`src/rtl/core/dtwrs_pkg.sv`:
```
`default_nettype none

package dtwrs_pkg;

  // Signed seconds-of-day arithmetic; wide enough for every window edge
  localparam int unsigned SecW = 19;
  typedef logic signed [SecW-1:0] sec_t;

  localparam sec_t DaySec  = sec_t'(86400);
  localparam sec_t HourSec = sec_t'(3600);
  localparam sec_t MinSec  = sec_t'(60);

  localparam int unsigned NumSlots = 5;
  localparam int unsigned SlotW    = 12;
  localparam int unsigned SchedW   = 61;

  // Configuration register indexes
  typedef enum logic [2:0] {
    CFG_ENABLED     = 3'd0,
    CFG_PRE_MIN     = 3'd1,
    CFG_FRI_PRE_MIN = 3'd2,
    CFG_ON_DLY_SEC  = 3'd3,
    CFG_OFF_DLY_MIN = 3'd4,
    CFG_EV_MASK     = 3'd5,
    CFG_SCHEDULE    = 3'd6
  } cfg_idx_t;

  // Event enable mask bit positions
  localparam int unsigned EvDawn      = 0;
  localparam int unsigned EvMidday    = 1;
  localparam int unsigned EvMiddayFri = 2;

  // Slot index of the midday event
  localparam int unsigned SlotMidday = 1;

  // Seconds of day for an hour, minute and second
  function automatic sec_t day_sec(logic [4:0] hour, logic [5:0] minute, logic [5:0] second);
    day_sec = sec_t'(hour) * HourSec + sec_t'(minute) * MinSec + sec_t'(second);
  endfunction

  // Window test, with the window clamped to one day
  function automatic logic in_window(sec_t now, sec_t start, sec_t stop);
    sec_t s;
    sec_t e;
    s = (start < 0) ? sec_t'(0) : start;
    e = (stop > DaySec) ? DaySec : stop;
    in_window = (s < e) && (now >= s) && (now < e);
  endfunction

endpackage

`default_nettype wire

```
`src/rtl/core/daily_time_window_relay_scheduler.sv`:
```
// Each accepted input word passes through the input register and then the result register.
// Throughput: one word per cycle; an input register and a result register
// form a two-stage pipeline that stalls only on out_tready.
// Reset (rst_n low at a clock edge): pipeline emptied, relay state all off,
// configuration registers back to their defaults.
`default_nettype none

module daily_time_window_relay_scheduler
  import dtwrs_pkg::*;
(
  input  wire logic                clk,
  input  wire logic                rst_n,
  // Input stream
  input  wire logic                in_tvalid,
  output logic                     in_tready,
  input  wire logic [23:0]         in_tdata,  // time_hour[4:0], time_minute[10:5],
                                              // time_second[16:11], is_friday[17], zero pad
  // Result stream
  output logic                     out_tvalid,
  input  wire logic                out_tready,
  output logic [7:0]               out_tdata, // relay_pair_on[0], relay_friday_on[1],
                                              // relay_lead_on[2], changed_mask[6:3], zero pad
  // Configuration write port
  input  wire logic                cfg_we,
  input  wire logic [2:0]          cfg_index,
  input  wire logic [SchedW-1:0]   cfg_data
);

  // Configuration registers
  logic              enabled_r;
  logic [7:0]        pre_min_r;
  logic [7:0]        fri_pre_min_r;
  logic [13:0]       on_dly_sec_r;
  logic [7:0]        off_dly_min_r;
  logic [5:0]        ev_mask_r;
  logic [SchedW-1:0] sched_r;

  always_ff @(posedge clk) begin
    if (!rst_n) begin
      enabled_r     <= 1'b1;
      pre_min_r     <= 8'd7;
      fri_pre_min_r <= 8'd40;
      on_dly_sec_r  <= 14'd2;
      off_dly_min_r <= 8'd5;
      ev_mask_r     <= 6'h3F;
      sched_r       <= '0;
    end else if (cfg_we) begin
      case (cfg_idx_t'(cfg_index))
        CFG_ENABLED:     enabled_r     <= cfg_data[0];
        CFG_PRE_MIN:     pre_min_r     <= cfg_data[7:0];
        CFG_FRI_PRE_MIN: fri_pre_min_r <= cfg_data[7:0];
        CFG_ON_DLY_SEC:  on_dly_sec_r  <= cfg_data[13:0];
        CFG_OFF_DLY_MIN: off_dly_min_r <= cfg_data[7:0];
        CFG_EV_MASK:     ev_mask_r     <= cfg_data[5:0];
        CFG_SCHEDULE:    sched_r       <= cfg_data;
        default: ;
      endcase
    end
  end

  // Pipeline handshake
  logic s1_valid_r;
  logic out_valid_r;
  logic s1_adv;

  assign s1_adv    = !out_valid_r || out_tready;
  assign in_tready = !s1_valid_r || s1_adv;

  always_ff @(posedge clk) begin
    if (!rst_n) begin
      s1_valid_r  <= 1'b0;
      out_valid_r <= 1'b0;
    end else begin
      if (in_tready) s1_valid_r <= in_tvalid;
      if (s1_adv) out_valid_r <= s1_valid_r;
    end
  end

  // Input register: capture the time word
  logic [4:0] hour_r;
  logic [5:0] minute_r;
  logic [5:0] second_r;
  logic       friday_r;

  always_ff @(posedge clk) begin
    if (in_tready && in_tvalid) begin
      hour_r   <= in_tdata[4:0];
      minute_r <= in_tdata[10:5];
      second_r <= in_tdata[16:11];
      friday_r <= in_tdata[17];
    end
  end

  // Window evaluation over the five slots
  sec_t           now;
  sec_t           pre_sec;
  sec_t           fri_pre_sec;
  sec_t           off_sec;
  sec_t           on_dly;
  sec_t           ev_sec [NumSlots];
  logic           slot_on [NumSlots];
  logic           pair_nxt;
  logic           third_nxt;
  logic           lead_nxt;

  assign now         = day_sec(hour_r, minute_r, second_r);
  assign pre_sec     = sec_t'(pre_min_r) * MinSec;
  assign fri_pre_sec = sec_t'(fri_pre_min_r) * MinSec;
  assign off_sec     = sec_t'(off_dly_min_r) * MinSec;
  assign on_dly      = sec_t'(on_dly_sec_r);

  always_comb begin
    pair_nxt  = 1'b0;
    third_nxt = 1'b0;
    lead_nxt  = 1'b0;
    for (int k = 0; k < NumSlots; k++) begin
      ev_sec[k]  = day_sec(sched_r[SlotW*k+6 +: 5], sched_r[SlotW*k +: 6], 6'd0);
      slot_on[k] = enabled_r && sched_r[SchedW-1] && sched_r[SlotW*k+11];
    end
    // Dawn slot
    if (slot_on[0] && ev_mask_r[EvDawn]) begin
      if (in_window(now, ev_sec[0] - pre_sec, ev_sec[0])) lead_nxt = 1'b1;
      if (in_window(now, ev_sec[0] - pre_sec + on_dly, ev_sec[0] + off_sec)) pair_nxt = 1'b1;
    end
    // Midday slot: Friday rule or weekday rule
    if (slot_on[SlotMidday]) begin
      if (friday_r && ev_mask_r[EvMiddayFri]) begin
        if (in_window(now, ev_sec[SlotMidday] - fri_pre_sec, ev_sec[SlotMidday] - pre_sec))
          third_nxt = 1'b1;
        if (in_window(now, ev_sec[SlotMidday] - pre_sec, ev_sec[SlotMidday]))
          lead_nxt = 1'b1;
        if (in_window(now, ev_sec[SlotMidday] - fri_pre_sec + on_dly, ev_sec[SlotMidday]))
          pair_nxt = 1'b1;
      end else if (!friday_r && ev_mask_r[EvMidday]) begin
        if (in_window(now, ev_sec[SlotMidday] - pre_sec, ev_sec[SlotMidday]))
          lead_nxt = 1'b1;
        if (in_window(now, ev_sec[SlotMidday] - pre_sec + on_dly,
                      ev_sec[SlotMidday] + off_sec))
          pair_nxt = 1'b1;
      end
    end
    // Afternoon, sunset and night slots
    for (int k = 2; k < NumSlots; k++) begin
      if (slot_on[k] && ev_mask_r[k+1]) begin
        if (in_window(now, ev_sec[k] - pre_sec, ev_sec[k])) lead_nxt = 1'b1;
        if (in_window(now, ev_sec[k] - pre_sec + on_dly, ev_sec[k] + off_sec)) pair_nxt = 1'b1;
      end
    end
  end

  // Relay state and result register
  logic [3:0] relay_r;
  logic [3:0] relay_nxt;
  logic [7:0] out_data_r;

  assign relay_nxt = {lead_nxt, third_nxt, pair_nxt, pair_nxt};

  always_ff @(posedge clk) begin
    if (!rst_n) begin
      relay_r <= '0;
    end else if (s1_adv && s1_valid_r) begin
      relay_r <= relay_nxt;
    end
  end

  always_ff @(posedge clk) begin
    if (s1_adv && s1_valid_r) begin
      out_data_r <= {1'b0, relay_nxt ^ relay_r, lead_nxt, third_nxt, pair_nxt};
    end
  end

  assign out_tvalid = out_valid_r;
  assign out_tdata  = out_data_r;

  // Checks
  a_state_matches_out: assert property (@(posedge clk) disable iff (!rst_n)
    out_valid_r |-> (relay_r == {out_data_r[2], out_data_r[1], out_data_r[0], out_data_r[0]}))
    else $error("relay state disagrees with result word");

  a_pair_change_twin: assert property (@(posedge clk) disable iff (!rst_n)
    out_valid_r |-> (out_data_r[3] == out_data_r[4]))
    else $error("paired relays reported different changes");

  a_stall_holds_stage: assert property (@(posedge clk) disable iff (!rst_n)
    !in_tready |-> (s1_valid_r && out_valid_r && !out_tready))
    else $error("input stalled without a full pipeline");

endmodule

`default_nettype wire
```
`config.mk`:
```
export PLATFORM = sky130hd
export DESIGN_NAME = daily_time_window_relay_scheduler
export DESIGN_NICKNAME = d
export VERILOG_FILES = /design/src/rtl/core/dtwrs_pkg.sv /design/src/rtl/core/daily_time_window_relay_scheduler.sv
export SDC_FILE = /design/constraint.sdc
export NUM_CORES = 2
export LEC_CHECK = 0
export BUFFER_PORTS_ARGS = -buffer_cell sky130_fd_sc_hd__buf_2
export CORE_MARGIN = 3
export CORE_UTILIZATION = 25
export DETAILED_ROUTE_END_ITERATION = 10
export GPL_ROUTABILITY_DRIVEN = 0
export SYNTH_ARGS = -nofsm -noshare
export SYNTH_HDL_FRONTEND = slang
export SYNTH_SLANG_ARGS = --single-unit
export TNS_END_PERCENT = 100
```
`constraint.sdc`:
```
create_clock -name clk -period 14.4 [get_ports clk]
set_input_delay 2.88 -clock clk [delete_from_list [all_inputs] [get_ports clk]]
set_output_delay 2.88 -clock clk [all_outputs]
set_load 0.01 [all_outputs]
```
Word level (Yosys, flattened, before mapping) --
Index checks and enable logic that the tools add are counted.
Operators by class: $add $sub $neg 24, multipliers 15, div/mod/pow operators 0, magnitude comparators 58, equal/unequal tests 6, shifts and indexed selects 0, multiplexer cells 51, bitwise operators 1, reductions and logical operators 51
Operator list (number):
- 19-bit < comparator | 23
- 19-bit two-way mux | 18
- 19-bit >= comparator | 12
- 19-bit by 1-bit < comparator with 1-bit output (second input constant) | 12
- 19-bit by 15-bit adder with 19-bit output | 6
- 19-bit by 18-bit greater-than comparator with 1-bit output (second input constant) | 6
- 18-bit by 14-bit subtractor with 19-bit output | 6
- 17-bit by 12-bit adder with 18-bit output | 6
- 18-bit by 14-bit adder with 19-bit output | 5
- 18-bit by 17-bit greater-than comparator with 1-bit output (second input constant) | 5
- 18-bit two-way mux | 5
- 5-bit by 8-bit multiplier with 13-bit output (second input constant) | 6
- 6-bit by 4-bit multiplier with 10-bit output (second input constant) | 6
- 1-bit logical AND | 38
- 8-bit by 4-bit multiplier with 12-bit output (second input constant) | 3
- 1-bit two-way mux | 28
- 18-bit by 6-bit adder with 19-bit output | 1
- 2-bit AND reduction | 7
- 3-bit equality test (second input constant) | 3
- 3-bit by 2-bit equality test with 1-bit output (second input constant) | 2
- 4-bit XOR | 1
- 3-bit by 1-bit equality test with 1-bit output (second input constant) | 1
- 1-bit zero test | 3
- 3-bit zero test | 1
- 1-bit logical OR | 2
Storage, ports and cells: register bits 137, bits in latches 0, RAM bits 0, bits in read-only memories 0, input port bits 93, output and inout bits 10, logic and storage cells 221, memories kept 0

Depth between registers and ports, before layout --
word-level depth 22, depth in mapped cells 45, mapped depth without buffers 44

Worst setup path before layout --
Ideal clock, no wire load.
path kind flip-flop to flip-flop, start register sched_r[15], end register out_data_r[4] (netlist: out_tdata[4]), data pin, arrival time 8.294 ns, data required time 14.141 ns, path slack 5.846 ns, cell stages (with the launch flop) 43, path through dfxtp_1 > inv_1 > fa_1 > fa_1 > inv_1 > ha_1 > a21o_1 > a21oi_1 > xnor2_1 > ha_1 > a21oi_1 > nand2_1 > o41a_1 > xor2_1 > ha_1 > nand4_1 > nor2_1 > a21oi_1 > [7 not listed] > a41oi_1 > or2_2 > nand2_1 > clkbuf_1 > nand2_1 > inv_1 > ha_1 > a21o_1 > a21o_1 > a21oi_1 > nor2b_1 > o21ai_0 > a21boi_0 > or4_1 > nor4_1 > a41oi_1 > nand4_2 > xor2_1
Between the ends: longest elaborated chain between the ends 20, elaborated cells on any way between the ends 37, those cells by class add/sub: 6; mul: 1; order compare: 10; mux: 15; bitwise: 1; reduce/logical: 4
Ends and longest elaborated chain:
- start, declared | line daily_time_window_relay_scheduler.sv:36 | logic [SchedW-1:0] sched_r;
- start signal, assigned | line daily_time_window_relay_scheduler.sv:55 | CFG_SCHEDULE: sched_r <= cfg_data;
- 6-bit by 4-bit multiplier with 10-bit output (*) | line dtwrs_pkg.sv:38 | day_sec = sec_t'(hour) * HourSec + sec_t'(minute) * MinSec + sec_t'(second);
- 17-bit by 12-bit adder with 18-bit output (*) | line dtwrs_pkg.sv:38
- 18-bit by 14-bit subtractor with 19-bit output | line daily_time_window_relay_scheduler.sv:137 | if (in_window(now, ev_sec[SlotMidday] - pre_sec + on_dly,
- 19-bit by 15-bit adder with 19-bit output | line daily_time_window_relay_scheduler.sv:137
- 19-bit by 1-bit < comparator with 1-bit output | line dtwrs_pkg.sv:45 | s = (start < 0) ? sec_t'(0) : start;
- 19-bit two-way mux | line dtwrs_pkg.sv:45
- 19-bit < comparator / 19-bit >= comparator (equally long branches) | line dtwrs_pkg.sv:47 | in_window = (s < e) && (now >= s) && (now < e);
- 1-bit logical AND (2 in series) | line dtwrs_pkg.sv:47
- [4 not listed]
- 1-bit two-way mux | line daily_time_window_relay_scheduler.sv:146 | if (in_window(now, ev_sec[k] - pre_sec + on_dly, ev_sec[k] + off_sec)) pair_nxt = 1'b1;
- 1-bit two-way mux (*) | line daily_time_window_relay_scheduler.sv:144 | if (slot_on[k] && ev_mask_r[k+1]) begin
- 1-bit two-way mux | line daily_time_window_relay_scheduler.sv:146
- 1-bit two-way mux (*) | line daily_time_window_relay_scheduler.sv:144
- 1-bit two-way mux | line daily_time_window_relay_scheduler.sv:146
- 1-bit two-way mux (*) | line daily_time_window_relay_scheduler.sv:144
- net pair_nxt | line daily_time_window_relay_scheduler.sv:102 | logic pair_nxt;
- 4-bit XOR (*) | line daily_time_window_relay_scheduler.sv:168 | out_data_r <= {1'b0, relay_nxt ^ relay_r, lead_nxt, third_nxt, pair_nxt};
- end signal, assigned | line daily_time_window_relay_scheduler.sv:168
- end, declared | line daily_time_window_relay_scheduler.sv:154 | logic [7:0] out_data_r;
The timed path passes the listed nets; every way through them passes the cells marked *. A chain may end at the register's enable or synchronous reset.

Worst setup path in the final report --
start register sched_r[12], end register out_data_r[4] (netlist: out_tdata[4]), data pin
The elaborated chain is that of the path after synthesis.

==> flow_metrics.env <==
export IMPL_clkPwrFrac=0.068
export IMPL_fin_util=0.280
export IMPL_ys_seq_elements=135
export IMPL_power_frac_seq=0.055
export IMPL_hold_depth=2
export IMPL_arrival_ns=11.44
export IMPL_ant_nets=0
export IMPL_yosysUniqueCellTypes=93
export IMPL_vias=38866
export IMPL_place_ws_ns=3.30
export IMPL_antenna_found_initial=11
export IMPL_end_kind="flip-flop"
export IMPL_num_rows=147
export IMPL_dp_cells=7458
export IMPL_max_stage_delay_ns=0.95
export IMPL_synth_edf_count=24
export IMPL_p_per_area_nw_per_um2=167
export IMPL_synth_seq_area_share=0.0721
export IMPL_drtIter0Drc=2851
export IMPL_hold_path_end="relay_r[2]"
export IMPL_coreArea_um2=161000
export IMPL_reg2reg_depth=43
export IMPL_htree_levels=4
export IMPL_drv_slew=0
export IMPL_route_detailed_drc=0
export IMPL_path_class="reg -> reg"
export IMPL_drive_gt1_frac=0.0570
export IMPL_rsz0062_at_grt="false"
export IMPL_status="completed"
export IMPL_grt_max_degree=77
export IMPL_rrSetupSlack_ns=3.22
export IMPL_worst_slack_ns=3.22
export IMPL_clock_skew_ns=0.0353
export IMPL_synthCells=5179
export IMPL_cts_root_buf="clkbuf_16"
export IMPL_syn_avg_cell_area_um2=7.88
export IMPL_hold_path_class="reg -> reg"
export IMPL_placed_area_um2=44600
export IMPL_slew_headroom=0.198
export IMPL_routedWlPerCell_um=18.8
export IMPL_cts_hold_buf=0
export IMPL_cts_resized=0
export IMPL_setup_viol=0
export IMPL_areaGrowthSynthToFinish_pct=10.7
export IMPL_swShare=0.568
export IMPL_vdd_ir_drop_max_v=0.000220
export IMPL_finalCritPeriodShare=0.776
export IMPL_crit_top_cell="a21oi_1"
export IMPL_routed_wl_um=141000
export IMPL_synth_xor_area_frac=0.0729
export IMPL_synth_top_family_by_area="adder cells"
export IMPL_synthArstFlopShare=0
export IMPL_finalSetupTns_ns=0
export IMPL_start_util=0.253
export IMPL_grt_pass1_wl_um=215000
export IMPL_cts_setup_buffers=0
export IMPL_synth_flop_cell="dfxtp_1"
export IMPL_synth_area_um2=40800
export IMPL_io_buffers=95
export IMPL_synth_adder_area_share=0.388
export IMPL_internal_power_mw=3.27
export IMPL_die_w_um=410
export IMPL_hold_viol_final=0
export IMPL_fmax_ghz=0.0895
export IMPL_met1_length_um=60900
export IMPL_p_leak_nw=22.3
export IMPL_post_route_min_period_ns=11.18
export IMPL_reg2reg_from="sched_r[12]"
export IMPL_first_pass_iters=6
export IMPL_insertion_delay_ns=0.56
export IMPL_wl_met2_um=62400
export IMPL_grt_pass1_vias=37675
export IMPL_crit_slowest_cell="nor4_1"
export IMPL_drv_cap=0
export IMPL_num_io_pins=103
export IMPL_met3_length_um=10000
export IMPL_comb_power_share=0.877
export IMPL_nets=6593
export IMPL_hp_start="relay_r[2]"
export IMPL_synth_mux_area_frac=0.00429
export IMPL_clockBufferDepth=2
export IMPL_cp_required_ns=14.67
export IMPL_setup_worst_path_start_class="flip-flop"
export IMPL_r2r_end="out_tdata[4]"
export IMPL_dr_max_layer_used="met5"
export IMPL_cts_sinks=135
export IMPL_fin_area_um2=45200
export IMPL_dp_hpwl_um=111000
export IMPL_cts_tree="yes"
export IMPL_dieHeight_um=410
export IMPL_synth_simple_gate_area_share=0.185
export IMPL_clk_pin_slew_ns=0.07
export IMPL_worst_slew_pin_slew_ns=1.20
export IMPL_track_usage=0.164
export IMPL_yosysWarnings=0
export IMPL_numCtsBuffers=17
export IMPL_netSwitchingPower_mw=4.30
export IMPL_routed_via_density=5.19
export IMPL_cp_max_fo=8
export IMPL_final_cell_count_no_fill=7495
export IMPL_grt_overflow=0
export IMPL_synth_compound_area_frac=0.226
export IMPL_die_area_um2=168000
## critical path, delay by kind of cell (launching register included)
kind	cells	cell delay, ns
and+or+nand+nor	12	3.76
xor gates and xnor gates	4	0.59
DFF	1	0.55
AOI/OAI and AO/OA	15	2.74
buffers and inverters	5	0.63
adders and majority gates	7	2.62
## metal layers
layer | up-vias | track usage
li1 | 18957 | -
met1 | 18291 | 0.209
met2 | 1256 | 0.268
met3 | 354 | 0.0285
met4 | 8 | 0.0792
met5 | - | 0
## stage by stage
stage,power (mW),hold slack (ns)
6_report,7.57,0.473
2_1_floorplan,4.91,0.441
5_1_grt,8.36,0.507
3_5_place_dp,6.88,0.461
3_3_place_gp,6.63,0.454
4_1_cts,7.45,0.477
## registers in the layout (all words and copies together) (netlist names), 5 cells and up
name / cells
pre_min_r: 8
on_dly_sec_r: 14
minute_r: 6
sched_r: 61
ev_mask_r: 6
second_r: 6
fri_pre_min_r: 8
off_dly_min_r: 8
hour_r: 5
out_tdata: 6
## cells in the mapped netlist (all sizes together) (27+ instances only)
library cell / number / area share
dfxtp: 111 / 0.054
a21o: 194 / 0.036
and2: 48 / 0.0074
xor2: 87 / 0.019
nor2b: 98 / 0.015
nand3: 92 / 0.011
nor2: 255 / 0.023
a21boi: 106 / 0.019
fa: 136 / 0.067
nand2b: 75 / 0.011
o211ai: 42 / 0.0077
a31oi: 27 / 0.0045
o21ai: 231 / 0.028
nand2: 608 / 0.056
nand4: 88 / 0.014
xnor2: 251 / 0.054
clkbuf: 63 / 0.0058
a2111oi: 28 / 0.0065
nor3: 101 / 0.012
o21a: 75 / 0.014
nor4: 29 / 0.0046
inv: 484 / 0.045
or2: 39 / 0.0060
ha: 1047 / 0.32
or3: 46 / 0.0072
a21oi: 379 / 0.047
o21bai: 63 / 0.012
a211oi: 49 / 0.0094
## how the worst max path moves through the flow
stage	slack [ns]	endpoint	start
floorplan	5.85	out_tdata[4]	sched_r[15]
global placement	3.33	out_tdata[4]	sched_r[12]
detailed placement	3.30	out_tdata[4]	sched_r[12]
CTS	3.22	out_tdata[4]	sched_r[12]
global route	2.62	out_tdata[4]	sched_r[12]
finish	3.22	out_tdata[4]	sched_r[12]
## cell families after synthesis
group / Yosys count
other cells: 2
xor+xnor: 338
mux: 17
compound gates: 1386
buf+inv: 552
flops: 135
fa+ha+maj: 1183
simple gates: 1566
## power groups by stage
stage	clock network [mW]	logic [mW]	registers, mW
3_3_place_gp	0	6.21	0.426
2_1_floorplan	0	4.49	0.418
4_1_cts	0.540	6.50	0.417
3_5_place_dp	0	6.45	0.426
6_report	0.516	6.63	0.417
5_1_grt	0.549	7.39	0.419
## final cells by class
type	count	area [um^2]
antenna	5	12.5
clock buffer	20	478
clock inverter	12	129
fill	17357	116000
inverter	484	1820
multi-input combinational	4512	36100
sequential	135	2940
tap	2160	2700
timing repair buffer	167	1020
## cells in the final DEF (no fill, tap or decap), drive strengths merged, types with 136 or more instances in the layout
cell type and count:
a21oi 379, nor2 255, nand2 608, ha 1047
a21o 194, o21ai 231, xnor2 251, fa 136
inv 491, buf 167
No activity file was read; power rests on OpenSTA's default activity.
